**src/hw/rtl/ccfd_pkg.sv**
```systemverilog
`timescale 1ns / 1ps

package ccfd_pkg;

  localparam int unsigned QueueDepth = 4;
  localparam int unsigned QueuePtrW  = $clog2(QueueDepth);
  localparam int unsigned QueueCntW  = $clog2(QueueDepth + 1);

  localparam logic [15:0] CrcInit = 16'hFFFF;
  localparam logic [15:0] CrcPoly = 16'h1021;

  localparam logic [7:0] DelimReset    = 8'd0;
  localparam logic [7:0] MaxLenReset   = 8'd255;
  localparam logic [7:0] MaxCountReset = 8'd16;

  typedef enum logic [1:0] {
    CFG_DELIMITER = 2'd0,
    CFG_MAX_LEN   = 2'd1,
    CFG_MAX_COUNT = 2'd2,
    CFG_UNUSED    = 2'd3
  } cfg_idx_e;

  typedef enum logic [2:0] {
    ST_OK    = 3'd0,
    ST_LONG  = 3'd1,
    ST_DELIM = 3'd2,
    ST_RUN   = 3'd3,
    ST_LEN   = 3'd4,
    ST_CRC   = 3'd5,
    ST_COUNT = 3'd6,
    ST_RSVD  = 3'd7
  } status_e;

  typedef struct packed {
    logic [7:0] data;
    logic       last;
    logic       is_delim;
    logic [7:0] run;
  } item_t;

  typedef struct packed {
    logic [7:0] delimiter;
    logic [7:0] max_len;
    logic [7:0] max_count;
  } cfg_t;

  function automatic logic [15:0] crc_push(input logic [15:0] crc, input logic [7:0] b);
    logic [15:0] c;
    c = crc ^ {b, 8'h00};
    for (int i = 0; i < 8; i++) begin
      if (c[15]) begin
        c = {c[14:0], 1'b0} ^ CrcPoly;
      end else begin
        c = {c[14:0], 1'b0};
      end
    end
    return c;
  endfunction

endpackage

```
**src/hw/rtl/ccfd_intf.sv**
```systemverilog
`timescale 1ns / 1ps

interface ccfd_in_if;
  logic       valid;
  logic       ready;
  logic [7:0] in_byte;
  logic       in_last;
  modport source (output valid, in_byte, in_last, input ready);
  modport sink (input valid, in_byte, in_last, output ready);
endinterface

interface ccfd_out_if;
  logic       valid;
  logic       ready;
  logic [7:0] out_byte;
  logic       data_valid;
  logic       frame_end;
  logic [2:0] frame_status;
  modport source (output valid, out_byte, data_valid, frame_end, frame_status, input ready);
  modport sink (input valid, out_byte, data_valid, frame_end, frame_status, output ready);
endinterface

interface ccfd_cfg_if;
  logic       valid;
  logic       ready;
  logic [1:0] index;
  logic [7:0] data;
  modport source (output valid, index, data, input ready);
  modport sink (input valid, index, data, output ready);
endinterface

```
**src/hw/rtl/cobs_crc_frame_decoder.sv**
```systemverilog
`timescale 1ns / 1ps

// Stuffed frame decoder with CRC-16/CCITT check.
// in_i carries one stuffed byte per transaction with in_last marking the final
// byte of a frame; frames carry no delimiter. out_o returns at most one
// transaction per input byte: a decoded byte (data_valid), and on the last
// byte also frame_end with frame_status. A code byte at frame start and bytes
// after the first error produce no transaction unless they are the last byte.
// cfg_i writes delimiter_value (0), max_frame_length (1) and
// max_message_count (2); other indexes are ignored. Write only while idle.
// Throughput is one byte per cycle while the receiver takes results. An
// accepted byte enters a four-entry queue and is decoded from the queue head
// into the output register. The decode step (run counter, byte-wide CRC
// update, error checks) is combinational between the two.
// When the receiver stalls, the output register holds its result, the queue
// fills, and in_i.ready drops once four bytes wait.
// Reset clears the queue, the frame state and the output valid flag, and
// restores the register defaults 0, 255 and 16.
module cobs_crc_frame_decoder import ccfd_pkg::*; (
  input  logic clk_i,
  input  logic rst_ni,
  ccfd_in_if.sink    in_i,
  ccfd_out_if.source out_o,
  ccfd_cfg_if.sink   cfg_i
);

  cfg_t  cfg_q;
  logic  full;
  logic  push;
  item_t push_item;
  logic  head_valid;
  item_t head_item;
  logic  pop;

  assign cfg_i.ready = 1'b1;

  always_ff @(posedge clk_i or negedge rst_ni) begin
    if (!rst_ni) begin
      cfg_q.delimiter <= DelimReset;
      cfg_q.max_len   <= MaxLenReset;
      cfg_q.max_count <= MaxCountReset;
    end else if (cfg_i.valid) begin
      case (cfg_idx_e'(cfg_i.index))
        CFG_DELIMITER: cfg_q.delimiter <= cfg_i.data;
        CFG_MAX_LEN:   cfg_q.max_len   <= cfg_i.data;
        CFG_MAX_COUNT: cfg_q.max_count <= cfg_i.data;
        default: ;
      endcase
    end
  end

  ccfd_front u_front (
    .in_i         (in_i),
    .cfg_i        (cfg_q),
    .queue_full_i (full),
    .push_o       (push),
    .item_o       (push_item)
  );

  ccfd_queue u_queue (
    .clk_i   (clk_i),
    .rst_ni  (rst_ni),
    .push_i  (push),
    .item_i  (push_item),
    .full_o  (full),
    .pop_i   (pop),
    .valid_o (head_valid),
    .item_o  (head_item)
  );

  ccfd_back u_back (
    .clk_i        (clk_i),
    .rst_ni       (rst_ni),
    .cfg_i        (cfg_q),
    .item_valid_i (head_valid),
    .item_i       (head_item),
    .pop_o        (pop),
    .out_o        (out_o)
  );

endmodule

```
**src/hw/rtl/ccfd_front.sv**
```systemverilog
`timescale 1ns / 1ps

module ccfd_front import ccfd_pkg::*; (
  ccfd_in_if.sink  in_i,
  input  cfg_t     cfg_i,
  input  logic     queue_full_i,
  output logic     push_o,
  output item_t    item_o
);

  logic [7:0] code_len;

  assign in_i.ready = ~queue_full_i;
  assign push_o     = in_i.valid & ~queue_full_i;

  // A code byte of zero announces a run as long as the delimiter value.
  assign code_len = (in_i.in_byte == 8'd0) ? cfg_i.delimiter : in_i.in_byte;

  assign item_o.data     = in_i.in_byte;
  assign item_o.last     = in_i.in_last;
  assign item_o.is_delim = (in_i.in_byte == cfg_i.delimiter);
  assign item_o.run      = code_len - 8'd1;

endmodule

```
**src/hw/rtl/ccfd_queue.sv**
```systemverilog
`timescale 1ns / 1ps

module ccfd_queue import ccfd_pkg::*; (
  input  logic  clk_i,
  input  logic  rst_ni,
  input  logic  push_i,
  input  item_t item_i,
  output logic  full_o,
  input  logic  pop_i,
  output logic  valid_o,
  output item_t item_o
);

  item_t                mem_q [QueueDepth];
  logic [QueuePtrW-1:0] wr_ptr_q, wr_ptr_d;
  logic [QueuePtrW-1:0] rd_ptr_q, rd_ptr_d;
  logic [QueueCntW-1:0] count_q, count_d;
  logic                 do_push, do_pop;

  assign full_o  = (count_q == QueueCntW'(QueueDepth));
  assign valid_o = (count_q != '0);
  assign item_o  = mem_q[rd_ptr_q];
  assign do_push = push_i & ~full_o;
  assign do_pop  = pop_i & valid_o;

  always_comb begin
    wr_ptr_d = do_push ? wr_ptr_q + 1'b1 : wr_ptr_q;
    rd_ptr_d = do_pop ? rd_ptr_q + 1'b1 : rd_ptr_q;
    count_d  = count_q;
    if (do_push && !do_pop) begin
      count_d = count_q + 1'b1;
    end else if (!do_push && do_pop) begin
      count_d = count_q - 1'b1;
    end
  end

  always_ff @(posedge clk_i or negedge rst_ni) begin
    if (!rst_ni) begin
      wr_ptr_q <= '0;
      rd_ptr_q <= '0;
      count_q  <= '0;
    end else begin
      wr_ptr_q <= wr_ptr_d;
      rd_ptr_q <= rd_ptr_d;
      count_q  <= count_d;
    end
  end

  always_ff @(posedge clk_i) begin
    if (do_push) begin
      mem_q[wr_ptr_q] <= item_i;
    end
  end

  assert property (@(posedge clk_i) disable iff (!rst_ni)
    count_q <= QueueCntW'(QueueDepth))
    else $error("queue occupancy exceeds its depth");

endmodule

```
**src/hw/rtl/ccfd_back.sv**
```systemverilog
`timescale 1ns / 1ps

module ccfd_back import ccfd_pkg::*; (
  input  logic  clk_i,
  input  logic  rst_ni,
  input  cfg_t  cfg_i,
  input  logic  item_valid_i,
  input  item_t item_i,
  output logic  pop_o,
  ccfd_out_if.source out_o
);

  logic        at_start_q, at_start_d;
  logic [7:0]  run_q, run_d;
  logic [15:0] crc_q, crc_d;
  logic [7:0]  cnt_q, cnt_d;
  logic [7:0]  len_q, len_d;
  logic [7:0]  msg_q, msg_d;
  status_e     err_q, err_d;

  logic        ovalid_q, ovalid_d;
  logic [7:0]  obyte_q;
  logic        odv_q;
  logic        oend_q;
  status_e     ostat_q;

  logic        emit;
  logic [7:0]  ob;
  logic [8:0]  cnt_inc;
  status_e     status;
  logic        load;

  assign pop_o = item_valid_i & (~ovalid_q | out_o.ready);

  always_comb begin
    at_start_d = at_start_q;
    run_d      = run_q;
    crc_d      = crc_q;
    cnt_d      = cnt_q;
    len_d      = len_q;
    msg_d      = msg_q;
    err_d      = err_q;
    emit       = 1'b0;
    ob         = 8'd0;
    status     = ST_OK;
    cnt_inc    = {1'b0, cnt_q} + 9'd1;

    if (at_start_q) begin
      at_start_d = 1'b0;
      if (item_i.is_delim && err_q == ST_OK) begin
        err_d = ST_DELIM;
      end
      run_d = item_i.run;
    end else begin
      if (cnt_inc > {1'b0, cfg_i.max_len}) begin
        err_d = ST_LONG;
      end
      cnt_d = cnt_inc[8] ? 8'hFF : cnt_inc[7:0];
      if (err_d == ST_OK && item_i.is_delim) begin
        err_d = ST_DELIM;
      end
      if (err_d == ST_OK) begin
        if (run_q != 8'd0) begin
          ob    = item_i.data;
          run_d = run_q - 8'd1;
        end else begin
          ob    = cfg_i.delimiter;
          run_d = item_i.run;
        end
        emit  = 1'b1;
        crc_d = crc_push(crc_q, ob);
        if (cnt_d == 8'd1) begin
          len_d = ob;
        end else if (cnt_d == 8'd2) begin
          msg_d = ob;
        end
      end
    end

    if (item_i.last) begin
      if (err_d != ST_OK) begin
        status = err_d;
      end else if (run_d != 8'd0) begin
        status = ST_RUN;
      end else if (cnt_d < 8'd2 || (cnt_d - 8'd2) != len_d) begin
        status = ST_LEN;
      end else if (crc_d != 16'd0) begin
        status = ST_CRC;
      end else if (msg_d < 8'd1 || msg_d > cfg_i.max_count) begin
        status = ST_COUNT;
      end
      at_start_d = 1'b1;
      run_d      = 8'd0;
      crc_d      = CrcInit;
      cnt_d      = 8'd0;
      len_d      = 8'd0;
      msg_d      = 8'd0;
      err_d      = ST_OK;
    end
  end

  assign load = pop_o & (emit | item_i.last);

  always_comb begin
    ovalid_d = ovalid_q;
    if (load) begin
      ovalid_d = 1'b1;
    end else if (out_o.ready) begin
      ovalid_d = 1'b0;
    end
  end

  always_ff @(posedge clk_i or negedge rst_ni) begin
    if (!rst_ni) begin
      at_start_q <= 1'b1;
      run_q      <= 8'd0;
      crc_q      <= CrcInit;
      cnt_q      <= 8'd0;
      len_q      <= 8'd0;
      msg_q      <= 8'd0;
      err_q      <= ST_OK;
      ovalid_q   <= 1'b0;
    end else begin
      if (pop_o) begin
        at_start_q <= at_start_d;
        run_q      <= run_d;
        crc_q      <= crc_d;
        cnt_q      <= cnt_d;
        len_q      <= len_d;
        msg_q      <= msg_d;
        err_q      <= err_d;
      end
      ovalid_q <= ovalid_d;
    end
  end

  always_ff @(posedge clk_i) begin
    if (load) begin
      obyte_q <= ob;
      odv_q   <= emit;
      oend_q  <= item_i.last;
      ostat_q <= status;
    end
  end

  assign out_o.valid        = ovalid_q;
  assign out_o.out_byte     = obyte_q;
  assign out_o.data_valid   = odv_q;
  assign out_o.frame_end    = oend_q;
  assign out_o.frame_status = ostat_q;

  assert property (@(posedge clk_i) disable iff (!rst_ni)
    at_start_q |-> (err_q == ST_OK && cnt_q == 8'd0 && crc_q == CrcInit))
    else $error("frame state not clear at frame start");

  assert property (@(posedge clk_i) disable iff (!rst_ni)
    (pop_o && item_i.last) |=> at_start_q)
    else $error("last byte did not close the frame");

  assert property (@(posedge clk_i) disable iff (!rst_ni)
    (ovalid_q && odv_q && oend_q) |-> (ostat_q != ST_LONG && ostat_q != ST_DELIM))
    else $error("decoded byte emitted together with a framing error");

  assert property (@(posedge clk_i) disable iff (!rst_ni)
    (ovalid_q && !out_o.ready && !pop_o) |=> ovalid_q)
    else $error("pending result dropped");

endmodule
```
**src/flat_wrapper.sv**
```systemverilog
// flat-port wrapper written by rule: the top's interface ports become plain ports
module cobs_crc_frame_decoder_flat import ccfd_pkg::*;
  (clk_i, rst_ni, in_i_valid, in_i_in_byte, in_i_in_last, in_i_ready, out_o_valid, out_o_out_byte, out_o_data_valid, out_o_frame_end, out_o_frame_status, out_o_ready, cfg_i_valid, cfg_i_index, cfg_i_data, cfg_i_ready);
  ccfd_in_if in_i_i ();
  ccfd_out_if out_o_i ();
  ccfd_cfg_if cfg_i_i ();
  input  logic clk_i;
  input  logic rst_ni;
  input wire logic [$bits(in_i_i.valid)-1:0] in_i_valid;
  input wire logic [$bits(in_i_i.in_byte)-1:0] in_i_in_byte;
  input wire logic [$bits(in_i_i.in_last)-1:0] in_i_in_last;
  output wire logic [$bits(in_i_i.ready)-1:0] in_i_ready;
  output wire logic [$bits(out_o_i.valid)-1:0] out_o_valid;
  output wire logic [$bits(out_o_i.out_byte)-1:0] out_o_out_byte;
  output wire logic [$bits(out_o_i.data_valid)-1:0] out_o_data_valid;
  output wire logic [$bits(out_o_i.frame_end)-1:0] out_o_frame_end;
  output wire logic [$bits(out_o_i.frame_status)-1:0] out_o_frame_status;
  input wire logic [$bits(out_o_i.ready)-1:0] out_o_ready;
  input wire logic [$bits(cfg_i_i.valid)-1:0] cfg_i_valid;
  input wire logic [$bits(cfg_i_i.index)-1:0] cfg_i_index;
  input wire logic [$bits(cfg_i_i.data)-1:0] cfg_i_data;
  output wire logic [$bits(cfg_i_i.ready)-1:0] cfg_i_ready;
  assign in_i_i.valid = in_i_valid;
  assign in_i_i.in_byte = in_i_in_byte;
  assign in_i_i.in_last = in_i_in_last;
  assign in_i_ready = in_i_i.ready;
  assign out_o_valid = out_o_i.valid;
  assign out_o_out_byte = out_o_i.out_byte;
  assign out_o_data_valid = out_o_i.data_valid;
  assign out_o_frame_end = out_o_i.frame_end;
  assign out_o_frame_status = out_o_i.frame_status;
  assign out_o_i.ready = out_o_ready;
  assign cfg_i_i.valid = cfg_i_valid;
  assign cfg_i_i.index = cfg_i_index;
  assign cfg_i_i.data = cfg_i_data;
  assign cfg_i_ready = cfg_i_i.ready;
  cobs_crc_frame_decoder u_core (.clk_i(clk_i), .rst_ni(rst_ni), .in_i(in_i_i), .out_o(out_o_i), .cfg_i(cfg_i_i));
endmodule
```
**config.mk**
```make
export PLATFORM = sky130hd
export DESIGN_NAME = cobs_crc_frame_decoder_flat
export DESIGN_NICKNAME = d
export VERILOG_FILES = /design/src/hw/rtl/ccfd_pkg.sv /design/src/hw/rtl/ccfd_intf.sv /design/src/hw/rtl/cobs_crc_frame_decoder.sv /design/src/hw/rtl/ccfd_front.sv /design/src/hw/rtl/ccfd_queue.sv /design/src/hw/rtl/ccfd_back.sv /design/src/flat_wrapper.sv
export SDC_FILE = /design/constraint.sdc
export NUM_CORES = 1
export LEC_CHECK = 0
export ABC_AREA = 1
export BUFFER_PORTS_ARGS = -buffer_cell sky130_fd_sc_hd__buf_4
export CELL_PAD_IN_SITES_DETAIL_PLACEMENT = 0
export CELL_PAD_IN_SITES_GLOBAL_PLACEMENT = 2
export CORE_MARGIN = 5
export CORE_UTILIZATION = 40
export CTS_BUF_LIST = sky130_fd_sc_hd__clkbuf_4
export CTS_CLUSTER_SIZE = 24
export DETAILED_ROUTE_END_ITERATION = 10
export HOLD_SLACK_MARGIN = 0.08
export PLACE_DENSITY_LB_ADDON = 0.1
export SYNTH_ARGS = -nofsm -noshare
export SYNTH_HDL_FRONTEND = slang
export SYNTH_SLANG_ARGS = --single-unit
```
**constraint.sdc**
```tcl
create_clock -name clk_i -period 8 [get_ports clk_i]
set_input_delay 0.4 -clock clk_i [delete_from_list [all_inputs] [get_ports clk_i]]
set_output_delay 0.4 -clock clk_i [all_outputs]
set_load 0.05 [all_outputs]
```
==> results.toml, run 1 <==
[layout]
drive_above_1_share_pct = 13.73
layout.nets = 1212
final_cell_count_no_fill = 1493
seq_area_mm2 = 0.004687
syn2layout_area_growth_pct = 11.10
multi_input_area_mm2 = 0.003934
nFillCells = 2392

[placement]
dp.cells = 1443
routabilityCongestion = 0.8084
pre_cts_ws_ns = 3.088
io_buffers = 38
dp_hpwl_mm = 18.15

[critical_path]
cp_max_fo = 29
slowest_delay_ns = 0.74
worst_setup_path_end_kind = "register"
crit_slowest_cell = "nor2_2"
cp-start-kind = "register"
worstReg2RegStart = "u_core.u_back.cnt_q[0]"
arrival_ns = 5.25
crit_required_ns = 8.34
path_class = "reg2reg"
reg2reg_depth = 31
r2r-end = "u_core.u_back.out_o.frame_status[1]"
crit_top_cell = "nand2_1"
r2r_slack_ns = 3.09

[yosys]
ys_ff_latch = 169
yosysUniqueCellTypes = 53
synth_common_cells = "nand2_1 (289), inv_1 (134), nor2_1 (93)"
synthArstFlopShare_pct = 49.70
synth_edf_count = 85
synthFlopType = "edfxtp_1"
synth_fp_nets = 1162
netlist_area_mm2 = 0.009366
synth_area_leaders = "edfxtp_1 (27%), dfrtp_1 (15%), nand2_1 (12%)"
yosysMostFrequentCell = "nand2_1"
seq_area_frac_synth_pct = 50.04
synth_warnings = 0
syn_inst = 1110
avgSynthCellArea_um2 = 8.438
yosysTopAreaCellShare_pct = 27.25
synth_top_area_cell = "edfxtp_1"

[timing]
hold_viol = 0
clock_skew_ns = 0.02915
fin_crit_ns = 4.911
hold_slack_ns = 0.1338
worst_slew_pin_slew_ns = 1.099
setup_viol = 0
fin_crit_sh_pct = 61.39
layout_setup_ws_ns = 3.089
slew-limit-headroom_pct = 26.72
fin_tns_setup_ns = 0
slew_viol_final = 0
max_freq_mhz = 203.6
rsz0062_at_grt = "no"

[drt]
vias = 7399
finalWirelength_mm = 25.66
route.detailed.drc = 0
first_pass_iters = 5
drt_iter0_drc = 438
detail-route-antenna-nets = 0
viasPerCell = 4.956
wl_per_cell_um = 17.18

[grt]
antenna_found_initial = 1
overflow = 0
grt_pass1_vias = 7449
grt_usage_pct = 20.27
grt_pass1_wl_mm = 41.43
grt_max_degree = 66

[clocking]
cts_root_buf = "clkbuf_4"
ctsResizeCount = 0
clockBufferDepth = 2
cts.htree.levels = 4
insertion_delay_ns = 0.58
clock_sinks = 169
numCtsBuffers = 17
clk_pin_slew_ns = 0.17
cts_tree = "yes"
hold_buffers = 17
cts_setup_buffers = 0

[hold_path]
holdPathEnd = "u_core.cfg_q[23]"
hold_path_startpoint = "cfg_i_data[7]"
hold_depth = 3
holdCritPathClass = "in2reg"

[floorplanning]
core_mm2 = 0.02326
die_w_um = 163.0
die_area_mm2 = 0.02658
row_count = 56
ios = 40
die_h_um = 163.0
start_util_pct = 40.26

[status]
outcome = "complete, no violations"

[pwr]
power_leakage_uw = 0.004802
max-vdd-ir-drop_v = 0.0001718
power_density_mw_per_mm2 = 398.5
power.total_uw = 4147

[flow_run]
cap_violations = 0
-- state kept, by name, indices dropped and copies added (netlist names) --
signal and flops:
u_core.u_back.at_start_q 1, u_core.u_back.run_q 8, u_core.u_back.out_o.out_byte 8, u_core.u_back.out_o.data_valid 1, u_core.u_back.msg_q 8, u_core.u_back.err_q 3
u_core.u_back.crc_q 16, u_core.u_back.out_o.valid 1, u_core.cfg_q 24, u_core.u_back.out_o.frame_status 3, u_core.u_back.out_o.frame_end 1, u_core.u_queue.mem_q 72
u_core.u_queue.wr_ptr_q 2, u_core.u_back.len_q 8, u_core.u_back.cnt_q 8, u_core.u_queue.count_q 3, u_core.u_queue.rd_ptr_q 2
-- cell families after synthesis --
group | Yosys count | synth area share (%)
buf+inv | 183 | 8.162
simple gates | 516 | 23.84
fa+ha+maj | 28 | 3.820
xor+xnor | 26 | 2.431
other cells | 1 | 0.04004
compound gates | 186 | 11.55
flops | 169 | 50.04
mux | 1 | 0.1069
-- how the worst max path moves through the flow --
stage,to,start,slack [ns]
2_1_floorplan,u_core.u_back.out_o.frame_status[1],u_core.u_back.cnt_q[0],4.45
3_3_place_gp,u_core.u_back.out_o.frame_status[1],u_core.u_back.cnt_q[0],3.16
3_5_place_dp,u_core.u_back.out_o.frame_status[1],u_core.u_back.cnt_q[0],3.09
4_1_cts,u_core.u_back.out_o.frame_status[1],u_core.u_back.cnt_q[0],3.07
5_1_grt,u_core.u_back.out_o.frame_status[1],u_core.u_back.cnt_q[2],2.44
6_report,u_core.u_back.out_o.frame_status[1],u_core.u_back.cnt_q[0],3.09
-- final cells by class --
| type | instances | area share, % |
|---|---|---|
| well taps | 319 | 3.836 |
| clock buffers | 17 | 1.226 |
| diodes | 1 | 0.02405 |
| clock inverters | 15 | 1.503 |
| multi-input cells | 758 | 37.80 |
| repair buffers | 67 | 5.242 |
| flip-flops and latches | 169 | 45.04 |
| inverters | 147 | 5.326 |
-- layout by cell type (no fill, tap or decap), types with 27 or more instances in the layout --
master    instances
dfrtp_1          58
buf_4            50
nand3_1          75
nor2_1           93
o21ai_0          64
nand2_1         289
o22ai_1          32
a21oi_1          42
ha_1             27
edfxtp_1         85
inv_1           134
-- through the flow --
stage,area (µm²),utilization (%)
2_1_floorplan,9366,-
3_3_place_gp,9950,42.77
3_5_place_dp,9950,42.77
4_1_cts,10400,44.72
5_1_grt,10410,44.73
6_report,10410,44.73
-- metal layers --
layer | vias up | routed length [µm] | share of wire [%] | global-route usage, %
met5 | - | 0 | 0 | 0
met4 | 0 | 431 | 1.7 | 5.871
met3 | 23 | 701 | 2.7 | 2.347
met2 | 123 | 12220 | 48 | 33.62
met1 | 3489 | 12300 | 48 | 28.19
li1 | 3764 | - | - | -
-- critical path, delay by kind of cell, from the launching register on --
kind                       cells  cell delay, ns
AOI/OAI and AO/OA              3            0.42
DFF                            1            0.50
adders and majority gates      3            0.86
buffers and inverters          3            0.17
and+or+nand+nor               22            2.69
-- power breakdown --
part	switching (µW)	internal [µW]
clock network	360	142
logic	1670	672
registers	122	1190
Note: power is estimated with default switching activity, not from simulation.
==> run 2: changes to the inputs <==
Clock period 8 ns to 4.9 ns, I/O delays scaled along.
==> run 2 against run 1 <==
Net effect:
- clock-buffer cell count unchanged
- final cell count up 0.40%
- register-to-register slack worse by 2.3 ns
- global-route usage up 0.14 points
- design area up 1.2%
- utilization up 0.52 points
- total power up 68%
- via count up 0.57%
==> results.toml, run 2 (synthesized netlist as in run 1, its figures left out) <==
[clocking]
cts_root_buf = "clkbuf_4"
insertion_delay_ns = 0.58
cts.htree.levels = 4
clock_sinks = 169
clockBufferDepth = 2
clk_pin_slew_ns = 0.17
numCtsBuffers = 17
ctsResizeCount = 0
cts_tree = "yes"

[drt]
viasPerCell = 4.964
first_pass_iters = 4
wl_per_cell_um = 17.43
finalWirelength_mm = 26.13
detail-route-antenna-nets = 0
route.detailed.drc = 0
drt_iter0_drc = 458
vias = 7441

[critical_path]
worst_setup_path_end_kind = "register"
cp_max_fo = 14
slowest_delay_ns = 0.49
crit_required_ns = 5.23
arrival_ns = 4.45
cp-start-kind = "register"
crit_top_cell = "nand2_1"
crit_slowest_cell = "dfrtp_1"
path_class = "reg2reg"
r2r_slack_ns = 0.78

[layout]
largest_reg_flops = 72
largest_register = "u_core.u_queue.mem_q"
nFillCells = 2387
mostFrequentLayoutCell = "nand2_1"
layout.nets = 1218
drive_above_1_share_pct = 13.99
reg_top3 = "u_core.u_queue.mem_q: 72 flops, u_core.cfg_q: 24 flops, u_core.u_back.crc_q: 16 flops"
final_cell_mix = "nand2_1 (289), inv_1 (134), nor2_1 (93)"
syn2layout_area_growth_pct = 12.40

[floorplanning]
start_util_pct = 40.26
die_h_um = 163.0
row_count = 56
ios = 40
die_w_um = 163.0
core_mm2 = 0.02326
die_area_mm2 = 0.02658

[grt]
grt_pass1_wl_mm = 41.34
overflow = 0
grt_max_degree = 46
antenna_found_initial = 1
grt_usage_pct = 20.40
grt_pass1_vias = 7241

[timing]
rsz0062_at_grt = "no"
layout_setup_ws_ns = 0.7840
fin_crit_sh_pct = 84.00
setup_viol = 0
fin_crit_ns = 4.116
hold_viol = 0
slew-limit-headroom_pct = 28.76
worst_slew_pin_slew_ns = 1.068
slew_viol_final = 0
clock_skew_ns = 0.03102
max_freq_mhz = 243.0
fin_tns_setup_ns = 0

[pwr]
p_comb_share_pct = 55.3
clkPwrFrac_pct = 14.0
p_int_uw = 3440
p_sw_uw = 3537
power.total_uw = 6977
power_density_mw_per_mm2 = 662.8
p_sw_share_pct = 50.70
p_seq_share_pct = 30.8
max-vdd-ir-drop_v = 0.0002444
power_leakage_uw = 0.004868

[placement]
routabilityCongestion = 0.8169
io_buffers = 38
pre_cts_ws_ns = 0.8098
dp_hpwl_mm = 18.60

[hold_path]
holdCritPathClass = "in2async"

[status]
outcome = "complete, no violations"

[flow_run]
cap_violations = 0
-- run 2: path summary, 6_finish.rpt --
path / end / start / cells after the start
max: u_core.u_back.out_o.frame_status[1] / u_core.u_back.cnt_q[0] / 29
min: u_core.u_queue.rd_ptr_q[1] / rst_ni / 2
max reg2reg: u_core.u_back.out_o.frame_status[1] / u_core.u_back.cnt_q[0] / 29
min reg2reg: u_core.cfg_q[10] / u_core.cfg_q[10] / 2
max in group asynchronous: u_core.u_back.msg_q[5] / rst_ni / 3
min in group clk_i: u_core.cfg_q[21] / cfg_i_valid / 4
-- run 2: per-stage QoR --
stage               cells  area, µm²  utilization (%)  hold WS (ns)
floorplan            1110       9366                -      -0.05059
global placement     1446       9972            42.87        0.3154
detailed placement   1446       9972            42.87        0.3105
CTS                  1498      10530            45.25        0.1817
global route         1499      10530            45.26        0.2264
finish               1499      10530            45.26        0.2074
-- run 2: final cells by class --
type / instances / area (µm²) / area share (%)
sequential: 169 / 4687 / 44.52
antenna: 1 / 2.502 / 0.02377
inverter: 147 / 554.3 / 5.265
multi-input combinational: 758 / 3934 / 37.37
clock inverter: 15 / 225.2 / 2.139
timing repair buffer: 73 / 598.1 / 5.681
clock buffer: 17 / 127.6 / 1.212
tap: 319 / 399.1 / 3.791
-- run 2: repair_timing --
item	in CTS	in global routing
endpoints found under the hold margin	102	0
setup buffers	0	0
hold buffers	20	0
-- run 2: power groups by stage --
stage          clock network, µW  logic (µW)  registers (µW)
3_3_place_gp                   0        3880            2180
4_1_cts                     1010        3900            2150
3_5_place_dp                   0        3870            2180
6_report                     975        3860            2150
5_1_grt                     1070        4320            2190
2_1_floorplan                  0        2590            2310
-- run 2: worst max-delay path, delay by kind of cell (launching register included) --
family / cells / cell delay (ns)
fa+ha+maj: 3 / 0.88
compound gates: 3 / 0.46
buf+inv: 3 / 0.17
flops: 1 / 0.49
simple gates: 20 / 1.86
-- run 2: metal layers --
layer	routed length, µm	track usage, %
met1	12670	28.76
met2	12460	33.68
met3	699	2.624
met4	301	4.994
met5	0	0
==> run 3: changes to the inputs <==
Settings changed: ABC_AREA 1 to 0.
Clock period 4.9 ns to 3.5 ns, I/O delays scaled along.
==> run 3 against run 2 <==
Net effect:
- the run now ends with negative setup slack left
- register-to-register slack worse by 1.4 ns
- sequential cell count unchanged
- first-iteration DRC count fell by 23%
- global-route usage fell by 1.5 points
- sequential power rose by 48%
- sequential share of layout area decreased by 2.4 points
- largest power group unchanged
==> results.toml, run 3 <==
[yosys]
synth_top_area_cell = "edfxtp_1"
synthArstFlopShare_pct = 49.70
syn_inst = 776
synth_warnings = 0
synth_fp_nets = 828
yosysMostFrequentCell = "edfxtp_1"
avgSynthCellArea_um2 = 11.77
ys_ff_latch = 169
synth_area_leaders = "edfxtp_1 (28%), dfrtp_1 (16%), dfstp_2 (7.5%)"
synthFlopType = "edfxtp_1"
yosysTopAreaCellShare_pct = 27.94
synth_common_cells = "edfxtp_1 (85), nor2_1 (59), dfrtp_1 (58)"
netlist_area_mm2 = 0.009135
yosysUniqueCellTypes = 86
synth_edf_count = 85
seq_area_frac_synth_pct = 51.31

[layout]
mostFrequentLayoutCell = "buf_4"
nFillCells = 2050
layout.nets = 974
final_cell_count_no_fill = 1221
drive_above_1_share_pct = 31.76
largest_register = "u_core.u_queue.mem_q"
reg_top3 = "u_core.u_queue.mem_q: 72 flops, u_core.cfg_q: 24 flops, u_core.u_back.crc_q: 16 flops"
final_cell_mix = "buf_4 (133), edfxtp_1 (85), dfrtp_1 (58)"
final_area_mm2 = 0.01111
syn2layout_area_growth_pct = 21.67
largest_reg_flops = 72

[clocking]
clock_sinks = 169
clk_pin_slew_ns = 0.18
numCtsBuffers = 17
insertion_delay_ns = 0.58
cts.htree.levels = 4
clockBufferDepth = 2
cts_tree = "yes"
cts_root_buf = "clkbuf_4"

[timing]
hold_viol = 0
max_freq_mhz = 240.5
setup_viol = 3
slew-limit-headroom_pct = 16.54
clock_skew_ns = 0.02213
rsz0062_at_grt = "yes"
slew_viol_final = 0
fin_crit_sh_pct = 118.8
worst_slew_pin_slew_ns = 1.249
layout_setup_ws_ns = -0.6572
fin_crit_ns = 4.157

[floorplanning]
start_util_pct = 40.47
die_area_mm2 = 0.02596
core_mm2 = 0.02257
die_h_um = 161.1
die_w_um = 161.1
ios = 40
row_count = 55

[grt]
grt_pass1_wl_mm = 38.61
grt_pass1_vias = 6860
overflow = 0
grt_max_degree = 72
antenna_found_initial = 1
grt_usage_pct = 18.88

[pwr]
p_sw_uw = 4688
p_int_uw = 5782
max-vdd-ir-drop_v = 0.0005566
power_density_mw_per_mm2 = 942.0
p_seq_share_pct = 30.4
p_sw_share_pct = 44.77
clkPwrFrac_pct = 11.6
p_comb_share_pct = 58.1
power_leakage_uw = 0.004509

[drt]
route.detailed.drc = 0
drt_iter0_drc = 354
vias = 6641
wl_per_cell_um = 19.51
detail-route-antenna-nets = 0
viasPerCell = 5.439
finalWirelength_mm = 23.82
first_pass_iters = 5

[placement]
place_area_mm2 = 0.01037
dp_hpwl_mm = 17.35
io_buffers = 38
routabilityCongestion = 0.8414
dp.cells = 1161

[status]
outcome = "finished, violations left"
violations = "negative setup slack"

[critical_path]
cp-start-kind = "register"
cp_max_fo = 5
arrival_ns = 4.50
path_class = "reg2reg"
worst_setup_path_end_kind = "register"
crit_required_ns = 3.85

[flow_run]
cap_violations = 0

[hold_path]
holdCritPathClass = "in2reg"
## run 3: logic make-up (layout without fill, tap and decap cells)
family / count (synthesis) / after routing / synth area share (%)
AOI/OAI and AO/OA: 160 / 160 / 11.31
and+or+nand+nor: 235 / 236 / 14.20
other: 1 / 2 / 0.04105
xor gates and xnor gates: 54 / 54 / 5.890
muxes: 62 / 62 / 10.16
adders and majority gates: 29 / 29 / 4.027
buffers and inverters: 66 / 224 / 3.054
DFF: 169 / 169 / 51.31
## run 3: per-layer routing
metal / up-vias / track usage, % / routed length [µm]
li1: 3174 / - / -
met1: 3311 / 26.46 / 11360
met2: 132 / 31.14 / 11390
met3: 24 / 3.292 / 750
met4: 0 / 3.877 / 328
met5: - / 0 / 0
## run 3: worst max-delay path, cell delays in order (launching register included)
cell and delay [ns]:
dfrtp_1 0.44, ha_2 0.20, nand3_1 0.09, nor2_1 0.13, xnor2_1 0.14, ha_1 0.28
a21o_1 0.20, a21oi_4 0.16, o21a_2 0.16, and2_4 0.18, nand4_4 0.17, nand2_2 0.13
o21ai_2 0.07, ha_1 0.31, a21o_1 0.17, a21o_1 0.17, a21oi_2 0.15, nand2b_1 0.09
and2_4 0.14, a31oi_2 0.18, a311oi_4 0.13, nand4_1 0.12, o311ai_2 0.11
## run 3: final cells by class
type	instances	area (µm²)	area share, %
clock buffer	17	127.6	1.148
antenna	1	2.502	0.02251
sequential	169	4687	42.17
clock inverter	15	190.2	1.711
inverter	34	131.4	1.182
timing repair buffer	158	1260	11.34
multi-input combinational	542	4359	39.22
tap	285	356.6	3.208
## run 3: what timing repair did
item	CTS	global route
gates resized for setup	21	21
cloned	1	0
endpoints found under the setup margin	32	32
pin swaps	5	22
setup buffers	1	2
hold endpoints to repair	119	0
hold buffers	23	0
## run 3: power groups by stage
| stage | combinational, µW | clock [µW] | sequential (µW) |
|---|---|---|---|
| after floorplan | 3540 | 0 | 3390 |
| after global placement | 5800 | 0 | 3200 |
| after detailed placement | 5870 | 0 | 3230 |
| after CTS | 6020 | 1250 | 3190 |
| after global routing | 6600 | 1340 | 3250 |
| final | 6080 | 1210 | 3180 |
## run 3: through the flow
step,util (%),hold slack (ns),power [µW],setup WS [ns],TNS (ns)
floorplan,-,-0.1206,6934,-0.7009,-1.388
global placement,45.95,0.3844,8997,-0.5345,-1.201
detailed placement,45.95,0.3919,9101,-0.6981,-2.265
CTS,48.76,0.1962,10460,-0.6099,-1.293
global route,49.24,0.2043,11190,-0.8854,-2.026
finish,49.24,0.2392,10470,-0.6572,-1.368
## run 3: path summary, 6_finish.rpt
check                                             from                             endpoint  slack, ns  depth (start not counted)
worst max-delay path            u_core.u_back.cnt_q[0]  u_core.u_back.out_o.frame_status[2]      -0.66                         22
worst min-delay path                       cfg_i_valid                     u_core.cfg_q[15]       0.24                          3
worst max register to register  u_core.u_back.cnt_q[0]  u_core.u_back.out_o.frame_status[2]      -0.66                         22
worst min register to register  u_core.u_back.len_q[6]               u_core.u_back.len_q[6]       0.52                          2
max in group asynchronous                       rst_ni                      u_core.cfg_q[7]       2.47                          3
min in group asynchronous                       rst_ni               u_core.u_back.cnt_q[7]       0.26                          2
